### src/design/rwcp_pkg.sv
// ----------------------------------------------------------------------------
// rwcp_pkg: shared types and constants for the RIFF/WAVE chunk parser
// Chunk ids, parser phase and chunk type codes, result kinds, result record.
// ----------------------------------------------------------------------------
package rwcp_pkg;

    // Chunk and header ids, first byte in the top bits
    localparam logic [31:0] ID_RIFF = 32'h5249_4646;
    localparam logic [31:0] ID_WAVE = 32'h5741_5645;
    localparam logic [31:0] ID_FMT  = 32'h666D_7420;
    localparam logic [31:0] ID_DATA = 32'h6461_7461;

    // Format field bytes in a result, whatever the store depth
    localparam int FMT_FIELD_BYTES = 18;

    // Result queue
    localparam int QDEPTH  = 4;
    localparam int Q_PTR_W = $clog2(QDEPTH);
    localparam int Q_CNT_W = $clog2(QDEPTH + 1);

    // Header byte positions
    localparam logic [3:0] HDR_RIFF_LAST = 4'd3;
    localparam logic [3:0] HDR_LAST      = 4'd11;
    localparam logic [3:0] CHDR_ID_LEN   = 4'd4;
    localparam logic [3:0] CHDR_LAST     = 4'd7;

    typedef enum logic [5:0] {
        PH_HEADER  = 6'b000001,
        PH_CHDR    = 6'b000010,
        PH_PAYLOAD = 6'b000100,
        PH_PAD     = 6'b001000,
        PH_DONE    = 6'b010000,
        PH_FAIL    = 6'b100000
    } phase_t;

    typedef enum logic [1:0] {
        CT_OTHER = 2'd0,
        CT_FMT   = 2'd1,
        CT_DATA  = 2'd2
    } chunk_type_t;

    typedef enum logic [2:0] {
        KIND_PCM     = 3'd0,
        KIND_FMT     = 3'd1,
        KIND_DONE    = 3'd2,
        KIND_BAD_HDR = 3'd3,
        KIND_MISSING = 3'd4
    } kind_t;

    typedef struct packed {
        logic [15:0] format_tag;
        logic [15:0] channel_count;
        logic [31:0] sample_rate;
        logic [31:0] byte_rate;
        logic [15:0] frame_align;
        logic [15:0] sample_bits;
        logic [15:0] extra_size;
    } fmt_fields_t;

    typedef struct packed {
        kind_t       kind;
        logic [7:0]  pcm_byte;
        logic        chunk_first;
        fmt_fields_t fmt;
        logic        final_res;
    } res_t;

endpackage

### src/design/riff_wave_chunk_parser_unit.sv
// ----------------------------------------------------------------------------
// riff_wave_chunk_parser_unit: RIFF/WAVE header check and chunk walker
// Captures fmt chunk fields and streams data chunk payload bytes.
// ----------------------------------------------------------------------------
// Usage:
//   s_axis carries the file one byte a request; tlast marks the last byte.
//   m_axis carries result records: tuser is the kind (pcm byte, format
//   captured, done, bad header, chunk missing), tlast marks the last result
//   a byte caused. A byte causes zero, one or two results.
//   Each accepted byte is parsed in the cycle it is taken; its results are
//   registered into a four-entry result queue whose head drives m_axis. One
//   byte a cycle is taken while the queue has at least two free entries, so
//   the input runs at one byte a cycle while the receiver keeps up; a byte
//   that ends a chunk may cause two results.
//   When the receiver stalls the queue fills and s_axis_tready drops; nothing
//   is lost. After the byte marked tlast all parse state returns to its reset
//   value, ready for the next file. Reset empties the queue and clears the
//   format store; the block takes bytes from the first cycle after reset.
// ----------------------------------------------------------------------------
module riff_wave_chunk_parser_unit #(
    parameter int FMT_BYTES = 18
) (
    input  logic         clk,
    input  logic         rst_n,
    input  logic         s_axis_tvalid,
    output logic         s_axis_tready,
    input  logic [7:0]   s_axis_tdata,  // [7:0] in_byte
    input  logic         s_axis_tlast,  // end_of_file
    output logic         m_axis_tvalid,
    input  logic         m_axis_tready,
    // [7:0] pcm_byte, [8] chunk_first, [24:9] format_tag, [40:25] channel_count,
    // [72:41] sample_rate, [104:73] byte_rate, [120:105] frame_align,
    // [136:121] sample_bits, [152:137] extra_size, [159:153] zero
    output logic [159:0] m_axis_tdata,
    output logic [2:0]   m_axis_tuser,  // [2:0] kind
    output logic         m_axis_tlast   // final_res
);

    localparam int FMT_BYTES_C = (FMT_BYTES < rwcp_pkg::FMT_FIELD_BYTES) ?
                                 FMT_BYTES : rwcp_pkg::FMT_FIELD_BYTES;

    // Parse state
    rwcp_pkg::phase_t      phase_reg, phase_next;
    logic [3:0]            byte_cnt_reg, byte_cnt_next;
    logic [31:0]           id_reg, id_next;
    logic [31:0]           size_reg, size_next;
    logic [31:0]           remaining_reg, remaining_next;
    rwcp_pkg::chunk_type_t ctype_reg, ctype_next;
    logic                  pad_reg, pad_next;
    logic                  found_fmt_reg, found_fmt_next;
    logic                  found_data_reg, found_data_next;
    logic [7:0]            store_reg [FMT_BYTES_C];
    logic [7:0]            store_upd [FMT_BYTES_C];
    logic [7:0]            store_next [FMT_BYTES_C];

    // Results of this byte
    rwcp_pkg::kind_t       kind_v [2];
    logic [1:0]            n_res;
    logic                  first_v;
    logic                  do_complete;
    logic [31:0]           offset;
    logic [7:0]            fb [rwcp_pkg::FMT_FIELD_BYTES];
    rwcp_pkg::fmt_fields_t fmt_fields;
    rwcp_pkg::res_t        rec0, rec1;

    // Result queue
    rwcp_pkg::res_t                 q_reg [rwcp_pkg::QDEPTH];
    logic [rwcp_pkg::Q_PTR_W-1:0]   wptr_reg, rptr_reg;
    logic [rwcp_pkg::Q_CNT_W-1:0]   count_reg;
    logic                           in_accept, out_pop;
    rwcp_pkg::res_t                 head;

    logic [7:0] b;
    assign b = s_axis_tdata;

    assign in_accept = s_axis_tvalid && s_axis_tready;
    assign out_pop   = m_axis_tvalid && m_axis_tready;

    always_comb
    begin
        phase_next      = phase_reg;
        byte_cnt_next   = byte_cnt_reg;
        id_next         = id_reg;
        size_next       = size_reg;
        remaining_next  = remaining_reg;
        ctype_next      = ctype_reg;
        pad_next        = pad_reg;
        found_fmt_next  = found_fmt_reg;
        found_data_next = found_data_reg;
        store_upd       = store_reg;
        kind_v[0]       = rwcp_pkg::KIND_PCM;
        kind_v[1]       = rwcp_pkg::KIND_PCM;
        n_res           = 2'd0;
        first_v         = 1'b0;
        do_complete     = 1'b0;
        offset          = size_reg - remaining_reg;

        case (phase_reg)
            rwcp_pkg::PH_HEADER:
            begin
                id_next = {id_reg[23:0], b};
                if (byte_cnt_reg == rwcp_pkg::HDR_RIFF_LAST && id_next != rwcp_pkg::ID_RIFF)
                begin
                    phase_next = rwcp_pkg::PH_FAIL;
                    kind_v[n_res[0]] = rwcp_pkg::KIND_BAD_HDR;
                    n_res = n_res + 2'd1;
                end
                else if (byte_cnt_reg >= rwcp_pkg::HDR_LAST)
                begin
                    byte_cnt_next = 4'd0;
                    if (id_next != rwcp_pkg::ID_WAVE)
                    begin
                        phase_next = rwcp_pkg::PH_FAIL;
                        kind_v[n_res[0]] = rwcp_pkg::KIND_BAD_HDR;
                        n_res = n_res + 2'd1;
                    end
                    else
                    begin
                        phase_next = rwcp_pkg::PH_CHDR;
                    end
                end
                else
                begin
                    byte_cnt_next = byte_cnt_reg + 4'd1;
                end
            end
            rwcp_pkg::PH_CHDR:
            begin
                if (byte_cnt_reg < rwcp_pkg::CHDR_ID_LEN)
                    id_next = {id_reg[23:0], b};
                else
                    size_next = {b, size_reg[31:8]};
                if (byte_cnt_reg >= rwcp_pkg::CHDR_LAST)
                begin
                    byte_cnt_next  = 4'd0;
                    remaining_next = size_next;
                    pad_next       = size_next[0];
                    if (id_next == rwcp_pkg::ID_FMT)
                    begin
                        ctype_next = rwcp_pkg::CT_FMT;
                        // zero only the part of the store this chunk will cover
                        for (int i = 0; i < FMT_BYTES_C; i++)
                        begin
                            if (size_next > 32'(i))
                                store_upd[i] = 8'd0;
                        end
                    end
                    else if (id_next == rwcp_pkg::ID_DATA)
                        ctype_next = rwcp_pkg::CT_DATA;
                    else
                        ctype_next = rwcp_pkg::CT_OTHER;
                    phase_next = rwcp_pkg::PH_PAYLOAD;
                    if (size_next == 32'd0)
                        do_complete = 1'b1;
                end
                else
                begin
                    byte_cnt_next = byte_cnt_reg + 4'd1;
                end
            end
            rwcp_pkg::PH_PAYLOAD:
            begin
                if (ctype_reg == rwcp_pkg::CT_FMT)
                begin
                    for (int i = 0; i < FMT_BYTES_C; i++)
                    begin
                        if (offset == 32'(i))
                            store_upd[i] = b;
                    end
                end
                else if (ctype_reg == rwcp_pkg::CT_DATA)
                begin
                    kind_v[n_res[0]] = rwcp_pkg::KIND_PCM;
                    n_res   = n_res + 2'd1;
                    first_v = (offset == 32'd0);
                end
                remaining_next = remaining_reg - 32'd1;
                if (remaining_next == 32'd0)
                    do_complete = 1'b1;
            end
            rwcp_pkg::PH_PAD:
            begin
                phase_next    = rwcp_pkg::PH_CHDR;
                byte_cnt_next = 4'd0;
            end
            default:
            begin
            end
        endcase

        if (do_complete)
        begin
            if (ctype_next == rwcp_pkg::CT_FMT)
            begin
                found_fmt_next = 1'b1;
                kind_v[n_res[0]] = rwcp_pkg::KIND_FMT;
                n_res = n_res + 2'd1;
            end
            else if (ctype_next == rwcp_pkg::CT_DATA)
            begin
                found_data_next = 1'b1;
            end
            byte_cnt_next = 4'd0;
            if (found_fmt_next && found_data_next)
            begin
                phase_next = rwcp_pkg::PH_DONE;
                kind_v[n_res[0]] = rwcp_pkg::KIND_DONE;
                n_res = n_res + 2'd1;
            end
            else
            begin
                phase_next = pad_next ? rwcp_pkg::PH_PAD : rwcp_pkg::PH_CHDR;
            end
        end

        store_next = store_upd;
        if (s_axis_tlast)
        begin
            if (phase_next == rwcp_pkg::PH_HEADER)
            begin
                kind_v[n_res[0]] = rwcp_pkg::KIND_BAD_HDR;
                n_res = n_res + 2'd1;
            end
            else if (phase_next != rwcp_pkg::PH_DONE && phase_next != rwcp_pkg::PH_FAIL)
            begin
                // a payload cut short still counts as found
                if (phase_next == rwcp_pkg::PH_PAYLOAD)
                begin
                    if (ctype_next == rwcp_pkg::CT_FMT)
                    begin
                        found_fmt_next = 1'b1;
                        kind_v[n_res[0]] = rwcp_pkg::KIND_FMT;
                        n_res = n_res + 2'd1;
                    end
                    else if (ctype_next == rwcp_pkg::CT_DATA)
                    begin
                        found_data_next = 1'b1;
                    end
                end
                kind_v[n_res[0]] = (found_fmt_next && found_data_next) ?
                                   rwcp_pkg::KIND_DONE : rwcp_pkg::KIND_MISSING;
                n_res = n_res + 2'd1;
            end
            // back to reset state for the next file
            phase_next      = rwcp_pkg::PH_HEADER;
            byte_cnt_next   = 4'd0;
            id_next         = 32'd0;
            size_next       = 32'd0;
            remaining_next  = 32'd0;
            ctype_next      = rwcp_pkg::CT_OTHER;
            pad_next        = 1'b0;
            found_fmt_next  = 1'b0;
            found_data_next = 1'b0;
            for (int i = 0; i < FMT_BYTES_C; i++)
                store_next[i] = 8'd0;
        end
    end

    // Format field bytes; those the store lacks read as zero
    for (genvar p = 0; p < rwcp_pkg::FMT_FIELD_BYTES; p++)
    begin : g_fb
        if (p < FMT_BYTES_C)
        begin : g_st
            assign fb[p] = store_upd[p];
        end
        else
        begin : g_zero
            assign fb[p] = 8'd0;
        end
    end

    always_comb
    begin
        fmt_fields.format_tag    = {fb[1], fb[0]};
        fmt_fields.channel_count = {fb[3], fb[2]};
        fmt_fields.sample_rate   = {fb[7], fb[6], fb[5], fb[4]};
        fmt_fields.byte_rate     = {fb[11], fb[10], fb[9], fb[8]};
        fmt_fields.frame_align   = {fb[13], fb[12]};
        fmt_fields.sample_bits   = {fb[15], fb[14]};
        fmt_fields.extra_size    = {fb[17], fb[16]};

        // a pcm byte can only be the first result of a byte
        rec0.kind        = kind_v[0];
        rec0.pcm_byte    = (kind_v[0] == rwcp_pkg::KIND_PCM) ? b : 8'd0;
        rec0.chunk_first = (kind_v[0] == rwcp_pkg::KIND_PCM) ? first_v : 1'b0;
        rec0.fmt         = (kind_v[0] == rwcp_pkg::KIND_FMT) ? fmt_fields : '0;
        rec0.final_res   = (n_res == 2'd1);

        rec1.kind        = kind_v[1];
        rec1.pcm_byte    = 8'd0;
        rec1.chunk_first = 1'b0;
        rec1.fmt         = (kind_v[1] == rwcp_pkg::KIND_FMT) ? fmt_fields : '0;
        rec1.final_res   = 1'b1;
    end

    always_ff @(posedge clk or negedge rst_n)
    begin
        if (!rst_n)
        begin
            phase_reg      <= rwcp_pkg::PH_HEADER;
            byte_cnt_reg   <= 4'd0;
            id_reg         <= 32'd0;
            size_reg       <= 32'd0;
            remaining_reg  <= 32'd0;
            ctype_reg      <= rwcp_pkg::CT_OTHER;
            pad_reg        <= 1'b0;
            found_fmt_reg  <= 1'b0;
            found_data_reg <= 1'b0;
            for (int i = 0; i < FMT_BYTES_C; i++)
                store_reg[i] <= 8'd0;
        end
        else if (in_accept)
        begin
            phase_reg      <= phase_next;
            byte_cnt_reg   <= byte_cnt_next;
            id_reg         <= id_next;
            size_reg       <= size_next;
            remaining_reg  <= remaining_next;
            ctype_reg      <= ctype_next;
            pad_reg        <= pad_next;
            found_fmt_reg  <= found_fmt_next;
            found_data_reg <= found_data_next;
            store_reg      <= store_next;
        end
    end

    // Result queue: up to two pushes and one pop a cycle
    assign s_axis_tready = (count_reg <= rwcp_pkg::Q_CNT_W'(rwcp_pkg::QDEPTH - 2));

    always_ff @(posedge clk or negedge rst_n)
    begin
        if (!rst_n)
        begin
            wptr_reg  <= '0;
            rptr_reg  <= '0;
            count_reg <= '0;
        end
        else
        begin
            if (in_accept)
                wptr_reg <= wptr_reg + rwcp_pkg::Q_PTR_W'(n_res);
            if (out_pop)
                rptr_reg <= rptr_reg + rwcp_pkg::Q_PTR_W'(1);
            count_reg <= count_reg
                       + (in_accept ? rwcp_pkg::Q_CNT_W'(n_res) : '0)
                       - rwcp_pkg::Q_CNT_W'(out_pop);
        end
    end

    always_ff @(posedge clk)
    begin
        if (in_accept && n_res != 2'd0)
            q_reg[wptr_reg] <= rec0;
        if (in_accept && n_res == 2'd2)
            q_reg[wptr_reg + rwcp_pkg::Q_PTR_W'(1)] <= rec1;
    end

    assign head          = q_reg[rptr_reg];
    assign m_axis_tvalid = (count_reg != '0);
    assign m_axis_tuser  = head.kind;
    assign m_axis_tlast  = head.final_res;
    assign m_axis_tdata  = {7'd0,
                            head.fmt.extra_size,
                            head.fmt.sample_bits,
                            head.fmt.frame_align,
                            head.fmt.byte_rate,
                            head.fmt.sample_rate,
                            head.fmt.channel_count,
                            head.fmt.format_tag,
                            head.chunk_first,
                            head.pcm_byte};

    // ------------------------------------------------------------------------
    // Assertions
    // ------------------------------------------------------------------------
    a_queue_bound: assert property (@(posedge clk) disable iff (!rst_n)
        count_reg <= rwcp_pkg::Q_CNT_W'(rwcp_pkg::QDEPTH))
        else $error("result queue overflow");

    a_eof_restart: assert property (@(posedge clk) disable iff (!rst_n)
        (in_accept && s_axis_tlast) |=>
            (phase_reg == rwcp_pkg::PH_HEADER && !found_fmt_reg && !found_data_reg))
        else $error("parse state not restarted after end of file");

    a_both_found_done: assert property (@(posedge clk) disable iff (!rst_n)
        (found_fmt_reg && found_data_reg) |-> (phase_reg == rwcp_pkg::PH_DONE))
        else $error("both chunks found but parser not done");

    a_fmt_zero: assert property (@(posedge clk) disable iff (!rst_n)
        (m_axis_tvalid && m_axis_tuser != rwcp_pkg::KIND_FMT) |->
            (m_axis_tdata[152:9] == '0))
        else $error("format fields set on a non-format result");

endmodule

### config.mk
export PLATFORM = sky130hd
export DESIGN_NAME = riff_wave_chunk_parser_unit
export DESIGN_NICKNAME = d
export VERILOG_FILES = /design/src/design/rwcp_pkg.sv /design/src/design/riff_wave_chunk_parser_unit.sv
export SDC_FILE = /design/constraint.sdc
export NUM_CORES = 2
export LEC_CHECK = 0
export BUFFER_PORTS_ARGS = -buffer_cell sky130_fd_sc_hd__buf_2
export CAP_MARGIN = 25
export CORE_MARGIN = 8
export CORE_UTILIZATION = 38
export CTS_CLUSTER_DIAMETER = 60
export DETAILED_ROUTE_END_ITERATION = 16
export PLACE_DENSITY = 0.52
export RECOVER_POWER = 100
export SETUP_SLACK_MARGIN = 0.3
export SYNTH_ARGS = -nofsm -noshare
export SYNTH_HDL_FRONTEND = slang
export SYNTH_SLANG_ARGS = --single-unit
export TNS_END_PERCENT = 1
### constraint.sdc
create_clock -name clk -period 7.57 [get_ports clk]
set_input_delay 0.757 -clock clk [delete_from_list [all_inputs] [get_ports clk]]
set_output_delay 0.757 -clock clk [all_outputs]
set_load 0.02 [all_outputs]
# Word-level counts from Yosys, hierarchy flattened

Memories as Yosys holds them, arrays and structs flattened.
Cells that the tools add are included.

Bits of input ports: 13
Memories kept: 1
Bits in registers: 262
Output and inout bits: 166
RAM bits: 628
Word-level logic and storage cells: 310

Memory list:

| memory | depth | width | rd ports | clocked after memory_dff | wr ports | RTL line                          | RTL |
|---|---|---|---|---|---|---|---|
| q_reg  | 4     | 157   | 1        | 0                        | 2        | riff_wave_chunk_parser_unit.sv:67 | `rwcp_pkg::res_t q_reg [rwcp_pkg::QDEPTH];` |

Add/subtract/negate cells: 12
Eq/ne operators: 40
Muxes and demuxes: 155
Order comparisons: 30
Reductions and logical operators: 26
Bitwise operators: 16

Operators by type and width:

| kind                                                                              | number |
|---|---|
| 144-bit 2-to-1 mux                                                                | 6 |
| 8-bit 2-to-1 mux                                                                  | 37 |
| 32-bit 2-to-1 mux                                                                 | 9 |
| 144-bit one-hot mux with 2 select lines                                           | 1 |
| 32-bit by 4-bit equality test with 1-bit output (second input constant)           | 8 |
| 32-bit by 4-bit greater-than comparator with 1-bit output (second input constant) | 8 |
| 32-bit by 3-bit equality test with 1-bit output (second input constant)           | 4 |
| 32-bit by 3-bit greater-than comparator with 1-bit output (second input constant) | 4 |
| 32-bit one-hot mux with 2 select lines                                            | 2 |
| 6-bit 2-to-1 mux                                                                  | 18 |
| 32-bit zero test                                                                  | 3 |
| 32-bit by 2-bit equality test with 1-bit output (second input constant)           | 2 |
| 32-bit by 31-bit equality test with 1-bit output (second input constant)          | 2 |
| 32-bit by 5-bit equality test with 1-bit output (second input constant)           | 2 |
| 32-bit by 1-bit greater-than comparator with 1-bit output (second input constant) | 2 |
| 32-bit by 2-bit greater-than comparator with 1-bit output (second input constant) | 2 |
| 32-bit by 5-bit greater-than comparator with 1-bit output (second input constant) | 2 |
| 32-bit by 31-bit inequality test with 1-bit output (second input constant)        | 2 |
| 2-bit 2-to-1 mux                                                                  | 22 |
| 1-bit 2-to-1 mux                                                                  | 39 |
| 32-bit by 1-bit equality test with 1-bit output (second input constant)           | 1 |
| 32-bit by 1-bit subtractor with 32-bit output (second input constant)             | 1 |
| 32-bit subtractor                                                                 | 1 |
| 4-bit 2-to-1 mux                                                                  | 6 |
| other kinds (45)                                                                  | 95 |

# Longest topological paths before layout

Word-level depth: 33
Gate-level depth with buffers: 21
Gate-level depth less buffers: 20

# Worst setup path after synthesis

No wires, ideal clock.

Path kind: input to register
Start: input port s_axis_tdata[1]
End: memory q_reg[1][100] (netlist name) (enable)
Path slack: 0.147 ns
Setup time: 0.501 ns
Required time: 7.069 ns
Cell stages on the path: 18
Path buffers: 4
Arrival: 6.922 ns
Path through: clkbuf_1 > nor3_1 > nand4_1 > o22a_1 > nor2_1 > or2_2 > clkbuf_1 > ha_1 > ha_1 > inv_1 > a211oi_1 > a221oi_1 > nor2_1 > or2_2 > clkbuf_1 > and2_1 > buf_2 > inv_1

RTL lines:

| what               | RTL line                          | RTL |
|---|---|---|
| start: declaration | riff_wave_chunk_parser_unit.sv:27 | `input logic [7:0] s_axis_tdata,` |
| end: declaration   | riff_wave_chunk_parser_unit.sv:67 |  |

==> out/metrics.cfg <==
[finish]
final_core_util_pct=42.9
stdcell_count=5557
area_growth_pct=12.2
final_cell_mix=703 x nor2_1, 588 x edfxtp_1, 285 x nand2_1, 260 x dfrtp_1, 207 x clkbuf_1
final_nets=3986
mostFrequentLayoutCell=nor2_1
largest_reg_flops=628
diodes=0
postLayoutCellArea_sq_mm=0.0504
drive_above_1_share_pct=11.1

[placed_design]
placedCellCount=5360
port_buffers=171
place_area_sq_mm=0.0473
place_hpwl_microns=85900
routabilityCongestion=0.864

[clock_tree]
clkSinkCount=890
ctsHoldBuffers=0
cts_root_buf=clkbuf_16
cts_max_level=3
clkSlewWorstSetupHoldPaths_ns=0.06
cts_inserted_buffers=104
post-cts-setup-buffers=0
worst_skew_pair.late_latency_ns=0.69
clockBufferDepth=3
cts_resized=0
cts_tree=built

[drt]
drc=0
vias_per_cell=5.72
dr.pass1.iters=5
wire_per_inst_microns=24.7
ant_nets=0
drt_iter0_markers=2452
drt_wl_total_microns=138000
vias=31800

[setup_path]
worstPathCellList=or2_2 > nand4_1 > a2111oi_0 > and2_1 > nand3_1 > o31a_1 > and3b_1 > o21ai_0 > and2_0 > clkinvlp_4 > clkbuf_2
crit_fanout=33
r2r_start=byte_cnt_reg[2]$_DFFE_PN0P_
slowest_stage=a2111oi_0
max_stage_delay_ns=1.11
r2r_cells=11
crit_path_end_kind=flop
required_ns=7.87
worstSetupPathType=reg -> reg
rr_endpoint=q_reg[1][117]$_DFFE_PP_
cp-start-kind=flop
r2r_slack_ns=0.95
arrival_ns=6.92

[logic_synthesis]
synth_edf_count=588
synth_flop_cell=edfxtp_1
synthCells=3874
synth_area_sq_mm=0.0449
avgSynthCellArea_sq_um=11.6
synth_warnings=0
synth-seq-cells=890
ys_types=87
async_flop_share_pct=29.4
ys_seq_area_share_pct=55.7

[power]
p_per_area_mw_per_mm2=308
ir_drop_v=0.000224
p_leak_nw=18.2

[global_routing]
antenna_found_initial=2
grt_max_degree=154
grt_pass1_vias=31700
grt_pass1_wl_microns=208000
grt_remaining_overflow=0
track_usage_pct=20.5

[floorplan]
dieArea_sq_mm=0.129
die_y_microns=360
row_count=126
io_pins=179
core-area_sq_mm=0.118
die_width_microns=360
start_util_pct=38.2

[sta]
min_period_over_period_pct=87.5
rsz0062_at_grt=no
finalHoldViolCount=0
slew_violations=372
finalCriticalPeriod_ns=6.62
tns_ns=0
fmaxAchievable_mhz=151
slew_headroom_pct=-270
hold_ws_ns=0.431
skew_ns=0.0290
setup_viol_count_final=0
tightestPinTransition_ns=5.55

[outcome]
outcome=finished with violations
violations=max-capacitance violations, max-slew violations

[run]
drv_cap=7

[worst_hold_path]
hp-class=in -> reg
min_path_cells=3
min_from=s_axis_tlast
min_to=phase_reg[0]$_DFFE_PN1P_

-- logic make-up after synthesis --
| group | share of synthesized area [%] |
|---|---|
| xor+xnor | 0.780 |
| buf+inv | 3.56 |
| flops | 55.7 |
| mux | 11.8 |
| other cells | 0.00835 |
| fa+ha+maj | 1.23 |
| compound gates | 9.91 |
| simple gates | 17.0 |
-- through the flow --
| step | worst slack (ns) | total power [mW] |
|---|---|---|
| after global placement | 1.59 | 10.7 |
| after detailed placement | 1.42 | 10.7 |
| after global routing | 0.405 | 16.2 |
| after CTS | 1.38 | 15.8 |
| after floorplan | 0.205 | 9.22 |
| final | 0.946 | 15.5 |
-- worst max-delay path, delay by kind of cell, from the launching register on --
family | cells | cell delay (ns)
simple gates | 6 | 2.90
compound gates | 3 | 1.73
buf+inv | 2 | 1.05
flops | 1 | 0.53
-- per-layer routing --
metal  vias up  routed length [microns]  global-route usage (%)
li1      14500                        -                       -
met1     16100                    59900                    28.0
met2       940                    65800                    33.5
met3       208                     7580                    3.38
met4         4                     4170                    6.66
met5         -                       27                       0
-- report_power, final --
group          leakage [nW]  switching [mW]  total (mW)  internal (mW)
combinational          6.82            2.89        4.41           1.52
clock                  1.70            2.09        5.13           3.03
sequential             9.68           0.352        5.99           5.64
-- synthesized netlist by cell type (9+ instances only) --
cell	n	area, sq um
nor2_1	705	2650
edfxtp_1	588	17700
nand2_1	286	1070
dfrtp_1	261	6530
clkbuf_1	206	773
mux2i_1	158	1580
mux4_2	157	3540
o21ai_0	146	731
and2_1	126	788
a21oi_1	99	495
nand4b_1	93	815
o211ai_1	93	698
inv_1	55	206
a22o_1	51	447
a221o_1	48	480
nor3_1	45	225
ha_1	41	513
dfxtp_1	40	801
nor2b_1	39	244
buf_1	38	143
buf_2	37	185
nand4_1	37	231
a22oi_1	34	255
nand3_1	34	170
a21o_1	31	233
a31oi_1	31	194
xnor2_1	29	254
nor4b_1	27	236
nor4_1	25	156
nor4bb_1	22	220
buf_4	21	158
o22ai_1	20	125
mux2_2	17	191
or2_2	17	106
nor3b_1	15	113
or3_1	14	87.6
nand2b_1	13	81.3
and3_1	12	75.1
buf_6	12	135
nand3b_1	11	82.6
xor2_1	11	96.3
o21bai_1	10	75.1
o22a_1	9	78.8
o31ai_1	9	67.6
-- cell type report --
type                    instances  area [sq um]
clock inverters                60           638
fillers                     11100         67200
inverters                      55           225
flip-flops and latches        890         25000
clock buffers                 137          2850
repair buffers                258          1370
well taps                    1536          1920
multi-input cells            2621         18400
-- worst max-delay path by stage --
stage                                     start                 endpoint  slack [ns]  cells past startpoint
floorplan                       s_axis_tdata[1]  q_reg[3][100]$_DFFE_PP_        0.20                     18
global placement    byte_cnt_reg[2]$_DFFE_PN0P_  q_reg[2][138]$_DFFE_PP_        1.59                     12
detailed placement  byte_cnt_reg[2]$_DFFE_PN0P_   q_reg[2][91]$_DFFE_PP_        1.42                     12
CTS                 byte_cnt_reg[2]$_DFFE_PN0P_   q_reg[2][46]$_DFFE_PP_        1.38                     12
global route        byte_cnt_reg[2]$_DFFE_PN0P_  q_reg[3][138]$_DFFE_PP_        0.40                     12
finish              byte_cnt_reg[2]$_DFFE_PN0P_  q_reg[1][117]$_DFFE_PP_        0.95                     11
Note: power is estimated with default switching activity, not from simulation.
